==> config.mk <==
export PLATFORM = sky130hd
export DESIGN_NAME = selm_mac
export DESIGN_NICKNAME = d
export VERILOG_FILES = /design/src/hw/rtl/selm_pkg.sv /design/src/hw/rtl/selm_mac.sv
export SDC_FILE = /design/constraint.sdc
export NUM_CORES = 1
export LEC_CHECK = 0
export ABC_AREA = 0
export BUFFER_PORTS_ARGS = -buffer_cell sky130_fd_sc_hd__buf_4
export CAP_MARGIN = 0
export CORE_MARGIN = 4
export CORE_UTILIZATION = 30
export DETAILED_ROUTE_END_ITERATION = 16
export GPL_ROUTABILITY_DRIVEN = 0
export SETUP_SLACK_MARGIN = 0.2
export SKIP_LAST_GASP = 1
export SYNTH_ARGS = -nofsm -noshare
export SYNTH_HDL_FRONTEND = slang
export SYNTH_SLANG_ARGS = --single-unit
==> constraint.sdc <==
create_clock -name i_clk -period 13.5 [get_ports i_clk]
set_clock_uncertainty 0.1 [all_clocks]
set_input_delay 1.35 -clock i_clk [delete_from_list [all_inputs] [get_ports i_clk]]
set_output_delay 1.35 -clock i_clk [all_outputs]
set_load 0.02 [all_outputs]
==> src/hw/rtl/selm_pkg.sv <==
`timescale 1ns / 1ps
`default_nettype none

package selm_pkg;

    localparam int MAX_WIDTH  = 256;
    localparam int MAX_HEIGHT = 256;

    localparam int COORD_W = 8;                    // pixel_x / pixel_y
    localparam int GRID_W  = 9;                    // grid registers, holds up to 511
    localparam int ROW_AW  = $clog2(MAX_HEIGHT);   // bitmap row address
    localparam int ROW_BITS = MAX_WIDTH;           // one bitmap row per word
    localparam int IDX_W   = 18;
    localparam int MARK_W  = 2;
    localparam int MUL_A_W = 10;
    localparam int MUL_B_W = 9;

    localparam logic CMD_ADD    = 1'b0;
    localparam logic CMD_REMOVE = 1'b1;

    localparam logic CFG_GRID_WIDTH  = 1'b0;
    localparam logic CFG_GRID_HEIGHT = 1'b1;

    localparam logic [MARK_W-1:0] MARK_ZERO = 2'b00;
    localparam logic [MARK_W-1:0] MARK_POS  = 2'b01;
    localparam logic [MARK_W-1:0] MARK_NEG  = 2'b11;

    // operands for the shared multiply-add: a * b + c
    typedef struct packed {
        logic [MUL_A_W-1:0] mul_a;
        logic [MUL_B_W-1:0] mul_b;
        logic [COORD_W-1:0] add_c;
    } t_mac_req;

endpackage

`default_nettype wire

==> src/hw/rtl/selm_mac.sv <==
`timescale 1ns / 1ps
`default_nettype none

module selm_mac (
    input  wire logic                       i_clk,
    input  wire selm_pkg::t_mac_req         i_req,
    output logic [selm_pkg::IDX_W-1:0]      o_res
);

    localparam int PROD_W = selm_pkg::MUL_A_W + selm_pkg::MUL_B_W;

    logic [PROD_W-1:0]         w_prod;
    logic [PROD_W-1:0]         w_sum;
    logic [selm_pkg::IDX_W-1:0] r_res;

    assign w_prod = PROD_W'(i_req.mul_a) * PROD_W'(i_req.mul_b);
    assign w_sum  = w_prod + PROD_W'(i_req.add_c);
    assign o_res  = r_res;

    always_ff @(posedge i_clk) begin
        r_res <= w_sum[selm_pkg::IDX_W-1:0];
    end

endmodule

`default_nettype wire

==> results by group <==
Job
  – Maxcap violations: 0

Floorplanning
  – Die area: 13600 um2
  – Starting Density: 30.7%
  – I/O pin total: 46
  – FP Rows: 39
  – Die Width: 116 um
  – Die Height: 116 um
  – Core area: 11500 um2

Power
  – Pwr Total: 792 uW
  – Int Pwr: 411 uW
  – Max VDD drop: 0.114 mV
  – Clock share of power: 7.2%
  – Switching share of power: 48.2%
  – Sequential Power Share: 11.9%
  – Pwr/cell area: 193 nW/um2
  – Leak: 0.00215 uW
  – Psw: 382 uW
  – Comb pwr share: 80.9%

Clocking
  – Post-CTS resize count: 0
  – CTS tree: built
  – CTS Hold Bufs: 0
  – Setup bufs post-CTS: 0
  – Clock root buffer: clkbuf_16
  – H-tree levels: 1
  – CTS Buf Count: 3
  – Worst-case clock buffer depth: 2
  – CTS clk-pin slew, worst paths: 0.05 ns
  – CTS Sinks: 18

Final layout
  – Leading cell type in the layout, fill and taps excluded: inv_1
  – Number of diodes: 0
  – Most frequent cells in the layout: inv_1 (61), fa_1 (60), and2_1 (58)
  – # fillers: 1177
  – Share of cells above drive strength 1: 12.2%
  – Area Overhead vs Synth: 16.5%
  – Max reg flops: 18
  – Fin nets: 560

Logic synthesis
  – Seq/Total Area, Yosys: 10.2%
  – Yosys top cell area share: 34.1%
  – Synthesized cell area: 3530 um2
  – Synth area leaders: fa_1 (34%), ha_1 (19%), and2_1 (10%)
  – Post-synthesis instance total: 372
  – Flops & latches, synth: 18
  – Synth unique cells: 31
  – Post-Syn Area per Cell: 9.48 um2
  – Syn. warnings: 0
  – Post-synth top area cell: fa_1
  – Syn_nets: 513

Global route
  – Largest net degree at the start of global routing: 11
  – Total track usage: 11.0%
  – Vias in the first global route: 2651
  – First-pass GRT wire length: 12200 um
  – Antenna violations before repair: 0
  – Remaining Overflow, GRT: 0

Worst hold path
  – Hold Path Depth: 2
  – Hold path start: i_req[0]
  – HP Class: in2reg

Timing
  – Tmin final: 5.77 ns
  – Max Freq: 173 MHz
  – Final cycle utilization of the critical path: 42.8%
  – Slew HR: 62.0%
  – Post-route setup TNS: 0 ns
  – Count of pins over their slew limit: 0
  – Slew @ Worst Pin: 0.570 ns
  – Final Hold Violating Endpoints: 0
  – Setup Viol. Count Final: 0
  – RSZ-0062 raised after global routing: false

Drt
  – Metal2 WL: 3530 um
  – Wirelength, routed: 7080 um
  – Wire per inst: 12.6 um
  – Highest metal used: met4
  – DRT antenna net count: 0
  – DRC: 0
  – Met1 WL: 3060 um
  – Met3 WL post-DR: 413 um
  – DR vias: 2644
  – DRT iter0 DRCs: 78
  – First-pass DRT Iterations: 4
  – Vias per cell: 4.72

Place
  – Port bufs: 45
  – DP HPWL: 6240 um

Critical path
  – CP required: 13.54 ns
  – Largest stage delay, worst path: 0.53 ns
  – Critical Path Start: i_req[10]
  – Crit end category: register
  – Setup crit start kind: primary input
  – Crit path arrival time: 5.81 ns
  – Setup CP Type: in2reg
  – Critical-path maximum fanout: 10
  – Cell Chain, Critical Path: buf_4 -> nand2_1 -> fa_1 -> inv_1 -> fa_1 -> inv_1 -> fa_1 -> inv_1 -> fa_1 -> inv_1 -> fa_1 -> inv_1 -> ha_1 -> o2111ai_1 -> nor2_1 -> a221oi_2 -> a31oi_2 -> mux2i_1 -> and3_1
  – Slowest cell on crit path: fa_1

Status
  – Status: finished, final reports clean
[cells by family (layout without fill, tap and decap cells)]
kind of cell / Yosys count / after routing / synth area share [%]
simple gates: 120 / 120 / 17.6
fa+ha+maj: 113 / 113 / 52.9
buf+inv: 64 / 109 / 6.81
compound gates: 36 / 36 / 7.13
xor+xnor: 18 / 18 / 4.47
flops: 18 / 18 / 10.2
mux: 3 / 3 / 0.887
[through the flow]
stage | cell area (um2) | std cells | setup slack, ns | hold slack, ns | util [%]
floorplan | 3530 | 372 | 7.59 | 1.38 | -
global route | 4110 | 560 | 7.54 | 1.22 | 35.8
detailed placement | 4030 | 557 | 7.47 | 1.47 | 35.2
global placement | 4030 | 557 | 7.52 | 1.47 | 35.2
finish | 4110 | 560 | 7.73 | 1.22 | 35.8
CTS | 4110 | 560 | 7.71 | 1.22 | 35.8
[cell usage after synthesis (all sizes together)]
library cell,number
nor2b,2
xor2,7
nor2,8
clkbuf,3
inv,61
o31a,1
o2111ai,1
mux2,1
o21ai,4
a21oi,10
nand4,3
o22ai,1
a21o,8
and2,58
ha,53
xnor2,11
a31oi,2
and3,3
a211oi,4
fa,60
a221oi,1
mux2i,2
o31ai,1
a41o,1
dfxtp,18
o311ai,1
nor3,4
nand2,42
o21bai,1
[layout make-up]
class | count | area [um2] | share of cell area (%)
inverter | 61 | 229 | 5.58
timing repair buffer | 45 | 338 | 8.23
sequential | 18 | 360 | 8.78
multi-input combinational | 290 | 2930 | 71.2
tap | 143 | 179 | 4.36
clock buffer | 3 | 75.1 | 1.83
[final timing paths]
path	endpoint	slack, ns
setup / recovery	o_res[17]	7.73
hold / removal	o_res[0]	1.22
[routing by layer]
metal,vias up,track usage [%]
met3,10,1.76
met2,58,18.6
met4,0,1.70
li1,1275,-
met5,-,0
met1,1301,15.3
[power by group through the flow]
stage / Sequential [uW] / Combinational, uW / Clock [uW]
2_1_floorplan: 126 / 457 / 0
3_3_place_gp: 96.4 / 640 / 0
3_5_place_dp: 96.8 / 646 / 0
4_1_cts: 95.8 / 653 / 58.4
5_1_grt: 97.3 / 726 / 60.4
6_report: 94.4 / 641 / 56.9
[critical path, delay by kind of cell]
| kind | cells | cell delay (ns) |
|---|---|---|
| mux | 1 | 0.16 |
| compound gates | 3 | 0.66 |
| simple gates | 3 | 0.36 |
| fa+ha+maj | 6 | 2.87 |
| buf+inv | 6 | 0.39 |
(Power assumes the default switching activity.)
